File: src/hdl/uer_pkg.sv
// Shared types, constants and helpers for the ultrasonic echo ranger.
// No dependencies; every other file but the assertion header imports this package.
package uer_pkg;

  // Width of the microsecond counter.
  localparam int COUNT_WIDTH = 16;
  localparam int CMP_W       = (COUNT_WIDTH > 16) ? COUNT_WIDTH : 16;
  localparam int DIV_CNT_W   = $clog2(COUNT_WIDTH + 1);

  localparam int CFG_IDX_W  = 3;
  localparam int CFG_DATA_W = 16;
  localparam int DIVISOR_W  = 8;
  localparam int DIST_W     = 16;
  localparam int STATUS_W   = 2;

  // Register indexes on the configuration port.
  localparam logic [CFG_IDX_W-1:0] REG_LEAD_LOW   = 3'd0;
  localparam logic [CFG_IDX_W-1:0] REG_TRIG_WIDTH = 3'd1;
  localparam logic [CFG_IDX_W-1:0] REG_START_TO   = 3'd2;
  localparam logic [CFG_IDX_W-1:0] REG_ECHO_TO    = 3'd3;
  localparam logic [CFG_IDX_W-1:0] REG_US_PER_CM  = 3'd4;

  // Register reset values.
  localparam logic [7:0]  LEAD_LOW_RST   = 8'd8;
  localparam logic [7:0]  TRIG_WIDTH_RST = 8'd15;
  localparam logic [15:0] START_TO_RST   = 16'd3000;
  localparam logic [15:0] ECHO_TO_RST    = 16'd23200;
  localparam logic [DIVISOR_W-1:0] US_PER_CM_RST = 8'd58;

  // Result status codes.
  localparam logic [STATUS_W-1:0] ST_OK        = 2'd0;
  localparam logic [STATUS_W-1:0] ST_NO_ECHO   = 2'd1;
  localparam logic [STATUS_W-1:0] ST_ECHO_LONG = 2'd2;

  localparam logic [COUNT_WIDTH-1:0] CNT_MAX = '1;

  // Measurement phases, one-hot.
  typedef enum logic [5:0] {
    PH_IDLE  = 6'b000001,
    PH_LEAD  = 6'b000010,
    PH_PULSE = 6'b000100,
    PH_RISE  = 6'b001000,
    PH_HIGH  = 6'b010000,
    PH_DIV   = 6'b100000
  } phase_t;

  // Operations on the elapsed counter.
  typedef enum logic [1:0] {
    CNT_HOLD  = 2'd0,
    CNT_INC   = 2'd1,
    CNT_CLEAR = 2'd2,
    CNT_ONE   = 2'd3
  } cnt_op_t;

  // Commands from the controller to the datapath.
  typedef struct packed {
    cnt_op_t             cnt_op;
    logic                div_start;
    logic                out_load;
    logic                res_trig;
    logic                res_busy;
    logic                res_done;
    logic [STATUS_W-1:0] res_status;
    logic                res_quot;
  } dp_cmd_t;

  // Compare results and divider status from the datapath.
  typedef struct packed {
    logic lead_zero;
    logic lead_hit;
    logic pulse_hit;
    logic rise_to;
    logic high_to;
    logic first_to;
    logic div_done;
  } dp_status_t;

  // Clamp a quotient to the distance field.
  function automatic logic [DIST_W-1:0] sat_dist(input logic [COUNT_WIDTH-1:0] q);
    logic [31:0] q32;
    q32 = 32'(q);
    if (q32 > 32'h0000_FFFF) begin
      return '1;
    end
    return q32[DIST_W-1:0];
  endfunction

endpackage

File: src/hdl/uer_if.sv
// Valid/ready channel interfaces for the request and result sides.
// Depends on uer_pkg for payload widths.
interface uer_in_if;
  logic valid;
  logic ready;
  logic cmd;
  logic echo_level;

  modport source (output valid, cmd, echo_level, input ready);
  modport sink   (input valid, cmd, echo_level, output ready);
endinterface

interface uer_out_if import uer_pkg::*; ();
  logic                valid;
  logic                ready;
  logic                trigger_level;
  logic                busy_res;
  logic                done_res;
  logic [STATUS_W-1:0] status;
  logic [DIST_W-1:0]   distance_cm;

  modport source (output valid, trigger_level, busy_res, done_res, status, distance_cm,
                  input ready);
  modport sink   (input valid, trigger_level, busy_res, done_res, status, distance_cm,
                  output ready);
endinterface

File: src/hdl/uer_ctrl.sv
// Ranging controller: measurement phase machine and channel handshakes.
// Depends on uer_pkg; drives uer_dp through dp_cmd_t.
module uer_ctrl import uer_pkg::*; (
  input  logic       clk,
  input  logic       rst_n,
  input  logic       in_valid,
  input  logic       in_cmd,
  input  logic       in_echo,
  output logic       in_ready,
  output logic       out_valid,
  input  logic       out_ready,
  output dp_cmd_t    dp_cmd,
  input  dp_status_t dp_status
);

  phase_t phase_r, phase_nxt;
  logic   out_valid_r, out_valid_nxt;
  logic   in_fire;

  // A request is taken when no division runs and the result slot frees up.
  assign in_ready  = (phase_r != PH_DIV) && (!out_valid_r || out_ready);
  assign in_fire   = in_valid && in_ready;
  assign out_valid = out_valid_r;

  // Phase transitions and datapath commands.
  always_comb begin
    phase_nxt = phase_r;
    dp_cmd    = '0;
    dp_cmd.cnt_op = CNT_HOLD;
    if (phase_r == PH_DIV) begin
      if (dp_status.div_done) begin
        phase_nxt         = PH_IDLE;
        dp_cmd.cnt_op     = CNT_CLEAR;
        dp_cmd.out_load   = 1'b1;
        dp_cmd.res_done   = 1'b1;
        dp_cmd.res_status = ST_OK;
        dp_cmd.res_quot   = 1'b1;
      end
    end else if (in_fire) begin
      if (in_cmd) begin
        // A start only counts when idle.
        if (phase_r == PH_IDLE) begin
          dp_cmd.cnt_op = CNT_CLEAR;
          phase_nxt     = dp_status.lead_zero ? PH_PULSE : PH_LEAD;
        end
      end else begin
        case (phase_r)
          PH_IDLE: begin
            phase_nxt = PH_IDLE;
          end
          PH_LEAD: begin
            if (dp_status.lead_hit) begin
              phase_nxt     = PH_PULSE;
              dp_cmd.cnt_op = CNT_CLEAR;
            end else begin
              dp_cmd.cnt_op = CNT_INC;
            end
          end
          PH_PULSE: begin
            if (dp_status.pulse_hit) begin
              phase_nxt     = PH_RISE;
              dp_cmd.cnt_op = CNT_CLEAR;
            end else begin
              dp_cmd.cnt_op = CNT_INC;
            end
          end
          PH_RISE: begin
            if (in_echo) begin
              if (dp_status.first_to) begin
                phase_nxt         = PH_IDLE;
                dp_cmd.cnt_op     = CNT_CLEAR;
                dp_cmd.res_done   = 1'b1;
                dp_cmd.res_status = ST_ECHO_LONG;
              end else begin
                phase_nxt     = PH_HIGH;
                dp_cmd.cnt_op = CNT_ONE;
              end
            end else if (dp_status.rise_to) begin
              phase_nxt         = PH_IDLE;
              dp_cmd.cnt_op     = CNT_CLEAR;
              dp_cmd.res_done   = 1'b1;
              dp_cmd.res_status = ST_NO_ECHO;
            end else begin
              dp_cmd.cnt_op = CNT_INC;
            end
          end
          PH_HIGH: begin
            if (in_echo) begin
              if (dp_status.high_to) begin
                phase_nxt         = PH_IDLE;
                dp_cmd.cnt_op     = CNT_CLEAR;
                dp_cmd.res_done   = 1'b1;
                dp_cmd.res_status = ST_ECHO_LONG;
              end else begin
                dp_cmd.cnt_op = CNT_INC;
              end
            end else begin
              // Echo fell: divide the count before reporting.
              phase_nxt        = PH_DIV;
              dp_cmd.div_start = 1'b1;
            end
          end
          default: begin
            phase_nxt = PH_IDLE;
          end
        endcase
      end
      dp_cmd.out_load = (phase_nxt != PH_DIV);
      dp_cmd.res_trig = (phase_nxt == PH_PULSE);
      dp_cmd.res_busy = (phase_nxt != PH_IDLE);
    end
  end

  // The result slot fills on a load and empties when taken.
  always_comb begin
    if (dp_cmd.out_load) begin
      out_valid_nxt = 1'b1;
    end else begin
      out_valid_nxt = out_valid_r && !out_ready;
    end
  end

  always_ff @(posedge clk) begin
    if (!rst_n) begin
      phase_r     <= PH_IDLE;
      out_valid_r <= 1'b0;
    end else begin
      phase_r     <= phase_nxt;
      out_valid_r <= out_valid_nxt;
    end
  end

endmodule

File: src/hdl/uer_dp.sv
// Ranging datapath: registers, elapsed counter, compares, serial divider, result.
// Depends on uer_pkg; commanded by uer_ctrl.
module uer_dp import uer_pkg::*; (
  input  logic                  clk,
  input  logic                  rst_n,
  input  logic                  cfg_we,
  input  logic [CFG_IDX_W-1:0]  cfg_idx,
  input  logic [CFG_DATA_W-1:0] cfg_wdata,
  input  dp_cmd_t               dp_cmd,
  output dp_status_t            dp_status,
  output logic                  res_trigger_level,
  output logic                  res_busy,
  output logic                  res_done,
  output logic [STATUS_W-1:0]   res_status,
  output logic [DIST_W-1:0]     res_distance_cm
);

  logic [7:0]           lead_low_r;
  logic [7:0]           trig_width_r;
  logic [15:0]          start_to_r;
  logic [15:0]          echo_to_r;
  logic [DIVISOR_W-1:0] us_per_cm_r;

  logic [COUNT_WIDTH-1:0] elapsed_r, elapsed_nxt, elapsed_inc;

  logic                   div_busy_r;
  logic [DIV_CNT_W-1:0]   div_cnt_r;
  logic [COUNT_WIDTH-1:0] quo_r;
  logic [DIVISOR_W-1:0]   rem_r;
  logic [DIVISOR_W:0]     rem_sh, rem_diff;
  logic                   rem_ge;

  logic                   trig_r, busy_r, done_r;
  logic [STATUS_W-1:0]    status_r;
  logic [DIST_W-1:0]      dist_r, dist_nxt;

  // Configuration registers.
  always_ff @(posedge clk) begin
    if (!rst_n) begin
      lead_low_r   <= LEAD_LOW_RST;
      trig_width_r <= TRIG_WIDTH_RST;
      start_to_r   <= START_TO_RST;
      echo_to_r    <= ECHO_TO_RST;
      us_per_cm_r  <= US_PER_CM_RST;
    end else if (cfg_we) begin
      case (cfg_idx)
        REG_LEAD_LOW:   lead_low_r   <= cfg_wdata[7:0];
        REG_TRIG_WIDTH: trig_width_r <= cfg_wdata[7:0];
        REG_START_TO:   start_to_r   <= cfg_wdata[15:0];
        REG_ECHO_TO:    echo_to_r    <= cfg_wdata[15:0];
        REG_US_PER_CM:  us_per_cm_r  <= cfg_wdata[DIVISOR_W-1:0];
        default: ;
      endcase
    end
  end

  // Saturating count of one microsecond and the limit compares on it.
  assign elapsed_inc = (elapsed_r == CNT_MAX) ? elapsed_r : elapsed_r + COUNT_WIDTH'(1);

  always_comb begin
    dp_status.lead_zero = (lead_low_r == 8'd0);
    dp_status.lead_hit  = CMP_W'(elapsed_inc) >= CMP_W'(lead_low_r);
    dp_status.pulse_hit = CMP_W'(elapsed_inc) >= CMP_W'(trig_width_r);
    dp_status.rise_to   = (CMP_W'(elapsed_inc) >= CMP_W'(start_to_r)) ||
                          (elapsed_inc == CNT_MAX);
    dp_status.high_to   = (CMP_W'(elapsed_inc) >= CMP_W'(echo_to_r)) ||
                          (elapsed_inc == CNT_MAX);
    dp_status.first_to  = (echo_to_r <= 16'd1);
    dp_status.div_done  = div_busy_r && (div_cnt_r == '0);
  end

  always_comb begin
    case (dp_cmd.cnt_op)
      CNT_HOLD:  elapsed_nxt = elapsed_r;
      CNT_INC:   elapsed_nxt = elapsed_inc;
      CNT_CLEAR: elapsed_nxt = '0;
      CNT_ONE:   elapsed_nxt = COUNT_WIDTH'(1);
      default:   elapsed_nxt = elapsed_r;
    endcase
  end

  always_ff @(posedge clk) begin
    if (!rst_n) begin
      elapsed_r <= '0;
    end else begin
      elapsed_r <= elapsed_nxt;
    end
  end

  // Restoring divider, one quotient bit per cycle.
  assign rem_sh   = {rem_r, quo_r[COUNT_WIDTH-1]};
  assign rem_diff = rem_sh - {1'b0, us_per_cm_r};
  assign rem_ge   = rem_sh >= {1'b0, us_per_cm_r};

  always_ff @(posedge clk) begin
    if (!rst_n) begin
      div_busy_r <= 1'b0;
      div_cnt_r  <= '0;
    end else if (dp_cmd.div_start) begin
      div_busy_r <= 1'b1;
      div_cnt_r  <= DIV_CNT_W'(COUNT_WIDTH);
    end else if (div_busy_r) begin
      if (div_cnt_r != '0) begin
        div_cnt_r <= div_cnt_r - DIV_CNT_W'(1);
      end else begin
        div_busy_r <= 1'b0;
      end
    end
  end

  always_ff @(posedge clk) begin
    if (dp_cmd.div_start) begin
      quo_r <= elapsed_r;
      rem_r <= '0;
    end else if (div_busy_r && (div_cnt_r != '0)) begin
      quo_r <= {quo_r[COUNT_WIDTH-2:0], rem_ge};
      rem_r <= rem_ge ? rem_diff[DIVISOR_W-1:0] : rem_sh[DIVISOR_W-1:0];
    end
  end

  // Result register.
  always_comb begin
    if (!dp_cmd.res_quot) begin
      dist_nxt = '0;
    end else if (us_per_cm_r == '0) begin
      dist_nxt = '1;
    end else begin
      dist_nxt = sat_dist(quo_r);
    end
  end

  always_ff @(posedge clk) begin
    if (dp_cmd.out_load) begin
      trig_r   <= dp_cmd.res_trig;
      busy_r   <= dp_cmd.res_busy;
      done_r   <= dp_cmd.res_done;
      status_r <= dp_cmd.res_status;
      dist_r   <= dist_nxt;
    end
  end

  assign res_trigger_level = trig_r;
  assign res_busy          = busy_r;
  assign res_done          = done_r;
  assign res_status        = status_r;
  assign res_distance_cm   = dist_r;

endmodule

File: src/hdl/ultrasonic_echo_ranger_top.sv
// Top level of the ultrasonic echo ranger: controller plus datapath.
// Depends on uer_pkg, uer_if, uer_ctrl and uer_dp.
//
// Usage: each request on in_ch is either a one-microsecond tick (cmd 0)
// carrying the sampled echo level, or a start command (cmd 1). Every
// request produces exactly one result on out_ch with the trigger level to
// drive, the busy flag, and on the request that ends a measurement the
// done flag, a status and the distance in centimeters.
// A result is registered in the cycle after its request, except for
// the tick on which echo falls: that one runs the one-bit-per-cycle divider
// over the COUNT_WIDTH-bit count, and its result is loaded into the output
// register when the divider is done. The divider sets the worst case.
// Throughput: one request per cycle while results are taken at once; in_ch
// holds ready low during a division and while an untaken result sits in
// the output register, so a stalled receiver stalls the sender.
// Reset (rst_n low, synchronous) returns the block to idle, clears the
// count and the output slot, and loads the default register values.
// Configuration writes on cfg_we/cfg_idx/cfg_wdata take effect at once.
module ultrasonic_echo_ranger_top import uer_pkg::*; (
  input  logic                  clk,
  input  logic                  rst_n,
  uer_in_if.sink                in_ch,
  uer_out_if.source             out_ch,
  input  logic                  cfg_we,
  input  logic [CFG_IDX_W-1:0]  cfg_idx,
  input  logic [CFG_DATA_W-1:0] cfg_wdata
);

  dp_cmd_t    dp_cmd;
  dp_status_t dp_status;
  logic       in_ready;
  logic       out_valid;

  // Controller: phase sequencing and handshakes.
  uer_ctrl u_ctrl (
    .clk       (clk),
    .rst_n     (rst_n),
    .in_valid  (in_ch.valid),
    .in_cmd    (in_ch.cmd),
    .in_echo   (in_ch.echo_level),
    .in_ready  (in_ready),
    .out_valid (out_valid),
    .out_ready (out_ch.ready),
    .dp_cmd    (dp_cmd),
    .dp_status (dp_status)
  );

  // Datapath: counter, compares, divider and result register.
  uer_dp u_dp (
    .clk               (clk),
    .rst_n             (rst_n),
    .cfg_we            (cfg_we),
    .cfg_idx           (cfg_idx),
    .cfg_wdata         (cfg_wdata),
    .dp_cmd            (dp_cmd),
    .dp_status         (dp_status),
    .res_trigger_level (out_ch.trigger_level),
    .res_busy          (out_ch.busy_res),
    .res_done          (out_ch.done_res),
    .res_status        (out_ch.status),
    .res_distance_cm   (out_ch.distance_cm)
  );

  assign in_ch.ready  = in_ready;
  assign out_ch.valid = out_valid;

endmodule

File: src/flat_wrapper.sv
// flat-port wrapper written by rule: the top's interface ports become plain ports
module ultrasonic_echo_ranger_top_flat import uer_pkg::*;
  (clk, rst_n, cfg_we, cfg_idx, cfg_wdata, in_ch_valid, in_ch_cmd, in_ch_echo_level, in_ch_ready, out_ch_valid, out_ch_trigger_level, out_ch_busy_res, out_ch_done_res, out_ch_status, out_ch_distance_cm, out_ch_ready);
  uer_in_if in_ch_i ();
  uer_out_if out_ch_i ();
  input  logic clk;
  input  logic rst_n;
  input  logic cfg_we;
  input  logic [CFG_IDX_W-1:0] cfg_idx;
  input  logic [CFG_DATA_W-1:0] cfg_wdata;
  input wire logic [$bits(in_ch_i.valid)-1:0] in_ch_valid;
  input wire logic [$bits(in_ch_i.cmd)-1:0] in_ch_cmd;
  input wire logic [$bits(in_ch_i.echo_level)-1:0] in_ch_echo_level;
  output wire logic [$bits(in_ch_i.ready)-1:0] in_ch_ready;
  output wire logic [$bits(out_ch_i.valid)-1:0] out_ch_valid;
  output wire logic [$bits(out_ch_i.trigger_level)-1:0] out_ch_trigger_level;
  output wire logic [$bits(out_ch_i.busy_res)-1:0] out_ch_busy_res;
  output wire logic [$bits(out_ch_i.done_res)-1:0] out_ch_done_res;
  output wire logic [$bits(out_ch_i.status)-1:0] out_ch_status;
  output wire logic [$bits(out_ch_i.distance_cm)-1:0] out_ch_distance_cm;
  input wire logic [$bits(out_ch_i.ready)-1:0] out_ch_ready;
  assign in_ch_i.valid = in_ch_valid;
  assign in_ch_i.cmd = in_ch_cmd;
  assign in_ch_i.echo_level = in_ch_echo_level;
  assign in_ch_ready = in_ch_i.ready;
  assign out_ch_valid = out_ch_i.valid;
  assign out_ch_trigger_level = out_ch_i.trigger_level;
  assign out_ch_busy_res = out_ch_i.busy_res;
  assign out_ch_done_res = out_ch_i.done_res;
  assign out_ch_status = out_ch_i.status;
  assign out_ch_distance_cm = out_ch_i.distance_cm;
  assign out_ch_i.ready = out_ch_ready;
  ultrasonic_echo_ranger_top u_core (.clk(clk), .rst_n(rst_n), .in_ch(in_ch_i), .out_ch(out_ch_i), .cfg_we(cfg_we), .cfg_idx(cfg_idx), .cfg_wdata(cfg_wdata));
endmodule
File: config.mk
export PLATFORM = sky130hd
export DESIGN_NAME = ultrasonic_echo_ranger_top_flat
export DESIGN_NICKNAME = d
export VERILOG_FILES = /design/src/hdl/uer_pkg.sv /design/src/hdl/uer_if.sv /design/src/hdl/uer_ctrl.sv /design/src/hdl/uer_dp.sv /design/src/hdl/ultrasonic_echo_ranger_top.sv /design/src/flat_wrapper.sv
export SDC_FILE = /design/constraint.sdc
export NUM_CORES = 1
export LEC_CHECK = 0
export BUFFER_PORTS_ARGS = -buffer_cell sky130_fd_sc_hd__buf_2
export CORE_MARGIN = 3
export CORE_UTILIZATION = 45
export DETAILED_ROUTE_END_ITERATION = 10
export GPL_ROUTABILITY_DRIVEN = 1
export MAX_ROUTING_LAYER = met4
export REMOVE_ABC_BUFFERS = 1
export SYNTH_ARGS = -nofsm -noshare
export SYNTH_HDL_FRONTEND = slang
export SYNTH_SLANG_ARGS = --single-unit
File: constraint.sdc
create_clock -name clk -period 8.4 [get_ports clk]
set_input_delay 0.42 -clock clk [delete_from_list [all_inputs] [get_ports clk]]
set_output_delay 0.42 -clock clk [all_outputs]
set_load 0.01 [all_outputs]
# [After elaboration in Yosys (flattened, before gate mapping)]
# Index checks and enable logic that the tools add are counted.
[totals] regBits=130 inputBits=26 out_inout_bits=23 elab_cells=137
[classes] addsub=3 n_lt_le_gt_ge=6 eq_ne=20 mux=58 bitwise=2 n_reduce_logical=30
[op_table] cell="$mux 6" n=13
[op_table] cell="$mux 16" n=4
[op_table] cell="$pmux 16 s3" n=1
[op_table] cell="$eq 16x16->1 const B" n=2
[op_table] cell="$ge 16x16->1" n=2
[op_table] cell="$ge 16x8->1" n=2
[op_table] cell="$mux 3" n=8
[op_table] cell="$pmux 6 s4" n=1
[op_table] cell="$mux 2" n=10
[op_table] cell="$mux 5" n=4
[op_table] cell="$add 16x1->16 const B" n=1
[op_table] cell="$le 16x1->1 const B" n=1
[op_table] cell="$logic_not 8->1" n=2
[op_table] cell="$reduce_and 2->1" n=8
[op_table] cell="$eq 6x3->1 const B" n=2
[op_table] cell="$mux 1" n=12
[op_table] cell="$ne 6x6->1 const B" n=2
[op_table] cell="$ge 9x8->1" n=1
[op_table] cell="$mux 9" n=1
[op_table] cell="$mux 8" n=1
[op_table] cell="$pmux 2 s4" n=1
[op_table] cell="$reduce_bool 2->1" n=4
[op_table] cell="$sub 8x8->8" n=1
[op_table] cell="$eq 3x2->1 const B" n=2
[op_table] cell="other kinds (23)" n=33

# [Logic depth before layout (Yosys ltp)]
[depth] depth_word=15 mapped_depth=21 ltp_nobuf=17

# [Cells and area by module]
# A second synthesis with hierarchy kept.
[hier_totals] cells_unflattened=865 hier_area_um2=7676.1
[modules_own_cells] module="uer_dp" n_inst=1 cells_each=756 area_each_um2=6901.6 seq_area_each_um2=2832.7
[modules_own_cells] module="uer_ctrl" n_inst=1 cells_each=109 area_each_um2=774.5 seq_area_each_um2=140.1

# [Worst setup path before layout]
# Ideal clock, no wire load.
[synth_path] path_type="register to register" from="register u_core.u_dp.elapsed_r[0]" to="register u_core.u_dp.busy_r (netlist: u_core.u_dp.res_busy) (enable)" arrival_time_ps=4986 path_slack_ps=2986 path_stages_with_launch=16 n_path_buf=0 synth_period_minus_slack_ps=5414 path_cell_list="dfxtp_1 -> ha_1 -> nand4_2 -> nor4_4 -> xor2_1 -> ha_1 -> nand2b_1 -> a21o_1 -> a211oi_1 -> a311oi_1 -> nor2_1 -> nand3b_1 -> o41ai_1 -> mux2i_1 -> and4_1 -> o21ai_0"
[synth_rtl] element="from (decl)" line="uer_dp.sv:24" rtl="logic [COUNT_WIDTH-1:0] elapsed_r, elapsed_nxt, elapsed_inc;"
[synth_rtl] element="from (signal assigned)" line="uer_dp.sv:86" rtl="elapsed_r <= elapsed_nxt;"
[synth_rtl] element="to (signal assigned)" line="uer_dp.sv:135" rtl="busy_r <= dp_cmd.res_busy;"
[synth_rtl] element="to (decl)" line="uer_dp.sv:33" rtl="logic trig_r, busy_r, done_r;"

==> qor.log <==
qor: grt.grt_max_degree 44
qor: clock_network.clockRootBuffer clkbuf_16
qor: clock_network.clock_tree.buffer_depth 2
qor: routing.drt_first_iter_violations 429
qor: routing.drt-wirelength-per-cell 15.9 µm
qor: grt.overflow 0
qor: logic_synthesis.count_of_flip_flops_with_a_built_in_enable_after_synthesis 37
qor: place.io_buffer_count 48
qor: routing.met3_wirelength 837 µm
qor: routing.routed_via_density 5.35
qor: timing.grt_setup_unrepaired false
qor: cells_and_area.syn2layout_area_growth 11.8%
qor: clock_network.cts.repair_timing.setup_buffer_count 0
qor: routing.via_count 6358
qor: clock_network.cts_tree yes
qor: die.die_x 137 µm
qor: grt.grt_usage 21.6%
qor: setup_path.worst_ep_arrival_time 5560 ps
qor: setup_path.worstPathMaxFanout 21
qor: die.die_area 18700 µm²
qor: timing.maxSlewHeadroom 24.7%
qor: power_and_ir_drop.total_power 0.00155 W
qor: place.place_area 8000 µm²
qor: timing.layout_worst_path_cycle_share 65.6%
qor: logic_synthesis.syn-mean-instance-area 8.24 µm²
qor: clock_network.cts.htree.levels 4
qor: logic_synthesis.synthesis.area 7670 µm²
qor: routing.drt_wl_total 18.9 mm
qor: die.initial_utilization 46.1%
qor: place.post-dp-hpwl 13.6 mm
qor: power_and_ir_drop.p_leak 3.61 nW
qor: grt.grt_pass1_wl 30.8 mm
qor: routing.drtPass1Iterations 5
qor: hold_path.holdCritPathClass in -> reg
qor: timing.achievable-frequency 181 MHz
qor: clock_network.worst_setup_hold_path_clk_slew 60 ps
qor: cells_and_area.stdcell_area 8580 µm²
qor: grt.antenna_violations_before_repair 0
qor: cells_and_area.fraction_of_final_layout_cells_with_drive_strength_greater_than_1 11.1%
qor: logic_synthesis.synth_top_area_cell dfxtp_1
qor: logic_synthesis.unique_cell_type_count_in_the_yosys_netlist 70
qor: die.ios 49
qor: timing.final-setup-viol-count 0
qor: clock_network.cts_hold_buffers 0
qor: logic_synthesis.cell_count_after_synthesis 931
qor: timing.final.setup.tns 0 ps
qor: place.place.gp.congestion 0.920
qor: logic_synthesis.synth_top_cells_by_count nand2_1 (166), nor2_1 (98), dfxtp_1 (93)
qor: setup_path.cp-start-kind flip-flop
qor: logic_synthesis.share_of_the_synthesized_area_in_the_top_cell_type 24.3%
qor: routing.post-route-drc-count 0
qor: timing.final-hold-violation-count 0
qor: logic_synthesis.ys_seq_elements 130
qor: clock_network.insertion_delay 420 ps
qor: cells_and_area.antenna_fix_cells 0
qor: logic_synthesis.count_leader_synth nand2_1
qor: timing.finClkSkew 7.71 ps
qor: job.cap_violations 0
qor: timing.worst_pin_slew 1130 ps
qor: clock_network.cts.repair.resized 0
qor: routing.drt-met1-wl 9.46 mm
qor: routing.route.met2.wl 8.35 mm
qor: clock_network.clock-sinks 130
qor: cells_and_area.finish.net_count 1038
qor: clock_network.cts_buffer_count 17
qor: timing.final-max-slew-violation-count 0
qor: die.std_cell_rows 47
qor: routing.topRoutingLayerUsed met4
qor: logic_synthesis.synth-warning-count 0
qor: routing.number_of_nets_with_antenna_violations_after_detailed_routing 0
qor: logic_synthesis.ys_top_cells_by_area dfxtp_1 (24%), edfxtp_1 (14%), ha_1 (9.1%)
qor: die.die_y 137 µm
qor: logic_synthesis.async_reset_ff_share 0%
qor: outcome.outcome complete, no violations
qor: power_and_ir_drop.power_per_cell_area 181 nW/µm²
qor: timing.finalWorstPathRequiredPeriod 5510 ps
qor: setup_path.timing.critical_path.to_type flip-flop
qor: die.coreArea 16600 µm²
qor: grt.number_of_global_route_vias_before_repair 5846
qor: power_and_ir_drop.worst_ir_drop_on_vdd 0.000130 V
qor: setup_path.critical_path_required 8440 ps
qor: logic_synthesis.postSynth.topFlopCell dfxtp_1
qor: logic_synthesis.synth_seq_area_share 38.7%
qor: setup_path.criticalPathCategory reg -> reg
metrics by stage:
stage               hold WS (ps)  utilization (%)  cells  worst slack (ps)
floorplan                    436                -    881              2790
global placement             445             48.1   1156              3060
detailed placement           447             48.1   1156              2920
CTS                          230             51.6   1188              2900
global route                 248             51.6   1188              2430
finish                       240             51.6   1188              2890
power by group:
| part | switching (W) | internal, W |
|---|---|---|
| registers | 0.0000150 | 0.000665 |
| logic | 0.0000840 | 0.0000554 |
| clock network | 0.000294 | 0.000440 |
cell usage in the layout, fill, tap and decap left out, drive strengths merged, types with 4 or more instances in the layout:
master | netlist | routed
nand2 | 167 | 167
nor2 | 99 | 99
dfxtp | 93 | 93
a21oi | 73 | 73
inv | 65 | 70
ha | 56 | 56
buf | 18 | 55
edfxtp | 37 | 37
o21ai | 35 | 35
o211ai | 27 | 27
nand3 | 25 | 25
clkbuf | 32 | 18
mux2i | 16 | 16
xnor2 | 16 | 16
nor4 | 15 | 15
nand4 | 15 | 15
and3 | 13 | 13
nor3 | 11 | 11
a211oi | 11 | 11
nand2b | 10 | 10
nor2b | 7 | 7
a21o | 7 | 7
clkinv | 1 | 7
and2 | 6 | 6
o31ai | 6 | 6
mux2 | 6 | 6
a31oi | 5 | 5
a21boi | 5 | 5
xor2 | 4 | 4
and4 | 4 | 4
o21a | 4 | 4
or2 | 4 | 4
state kept, by name, indices dropped and copies added (netlist names):
register,flops
u_core.u_dp.quo_r,16
u_core.u_dp.rem_r,8
u_core.u_dp.elapsed_r,16
u_core.u_dp.start_to_r,16
u_core.u_dp.res_done,1
u_core.u_dp.us_per_cm_r,8
u_core.u_ctrl.phase_r,6
u_core.u_dp.res_distance_cm,16
u_core.u_ctrl.out_valid,1
u_core.u_dp.trig_width_r,8
u_core.u_dp.div_busy_r,1
u_core.u_dp.res_trigger_level,1
u_core.u_dp.res_status,2
u_core.u_dp.res_busy,1
u_core.u_dp.div_cnt_r,5
u_core.u_dp.lead_low_r,8
u_core.u_dp.echo_to_r,16
critical path: stages (launching register included):
cell,delay (ps)
dfxtp_1,590
ha_1,400
nand4_2,210
nor4_4,530
xor2_1,390
ha_1,300
nand2b_1,130
a21o_1,170
a211oi_1,280
a311oi_1,160
nor2_1,140
nand3b_1,160
o41ai_1,490
mux2i_1,170
and4_1,260
o21ai_2,740
cell type report:
type / count / area [µm²]
Timing Repair Buffer: 55 / 293
Tap cell: 220 / 275
Clock inverter: 14 / 151
Sequential cell: 130 / 2970
Fill cell: 1619 / 8060
Clock buffer: 18 / 429
Multi-Input combinational cell: 685 / 4210
Inverter: 66 / 248
routing by layer:
| metal | GRT usage, % | up-vias |
|---|---|---|
| met4 | 5.15 | 0 |
| met3 | 3.97 | 17 |
| met2 | 32.4 | 125 |
| li1 | - | 3300 |
| met1 | 30.3 | 2916 |
| met5 | - | - |
cells by family (layout without fill, tap and decap cells):
family          Yosys count  in the layout  share of synthesized area (%)
mux                      22             22                           2.97
compound gates          193            193                           15.8
xor+xnor                 20             20                           2.28
simple gates            393            393                           24.4
fa+ha+maj                57             57                           9.39
buf+inv                 116            153                           6.49
flops                   130            130                           38.7
worst paths after layout:
check,startpoint,endpoint,slack (ps),depth (start not counted)
setup / recovery,u_core.u_dp.elapsed_r[0],u_core.u_dp.res_distance_cm[9],2890,15
hold / removal,cfg_wdata[8],u_core.u_dp.start_to_r[8],240,3
setup reg to reg,u_core.u_dp.elapsed_r[0],u_core.u_dp.res_distance_cm[9],2890,15
hold reg to reg,u_core.u_dp.start_to_r[14],u_core.u_dp.start_to_r[14],450,2
No activity file was read; power rests on OpenSTA's default activity.
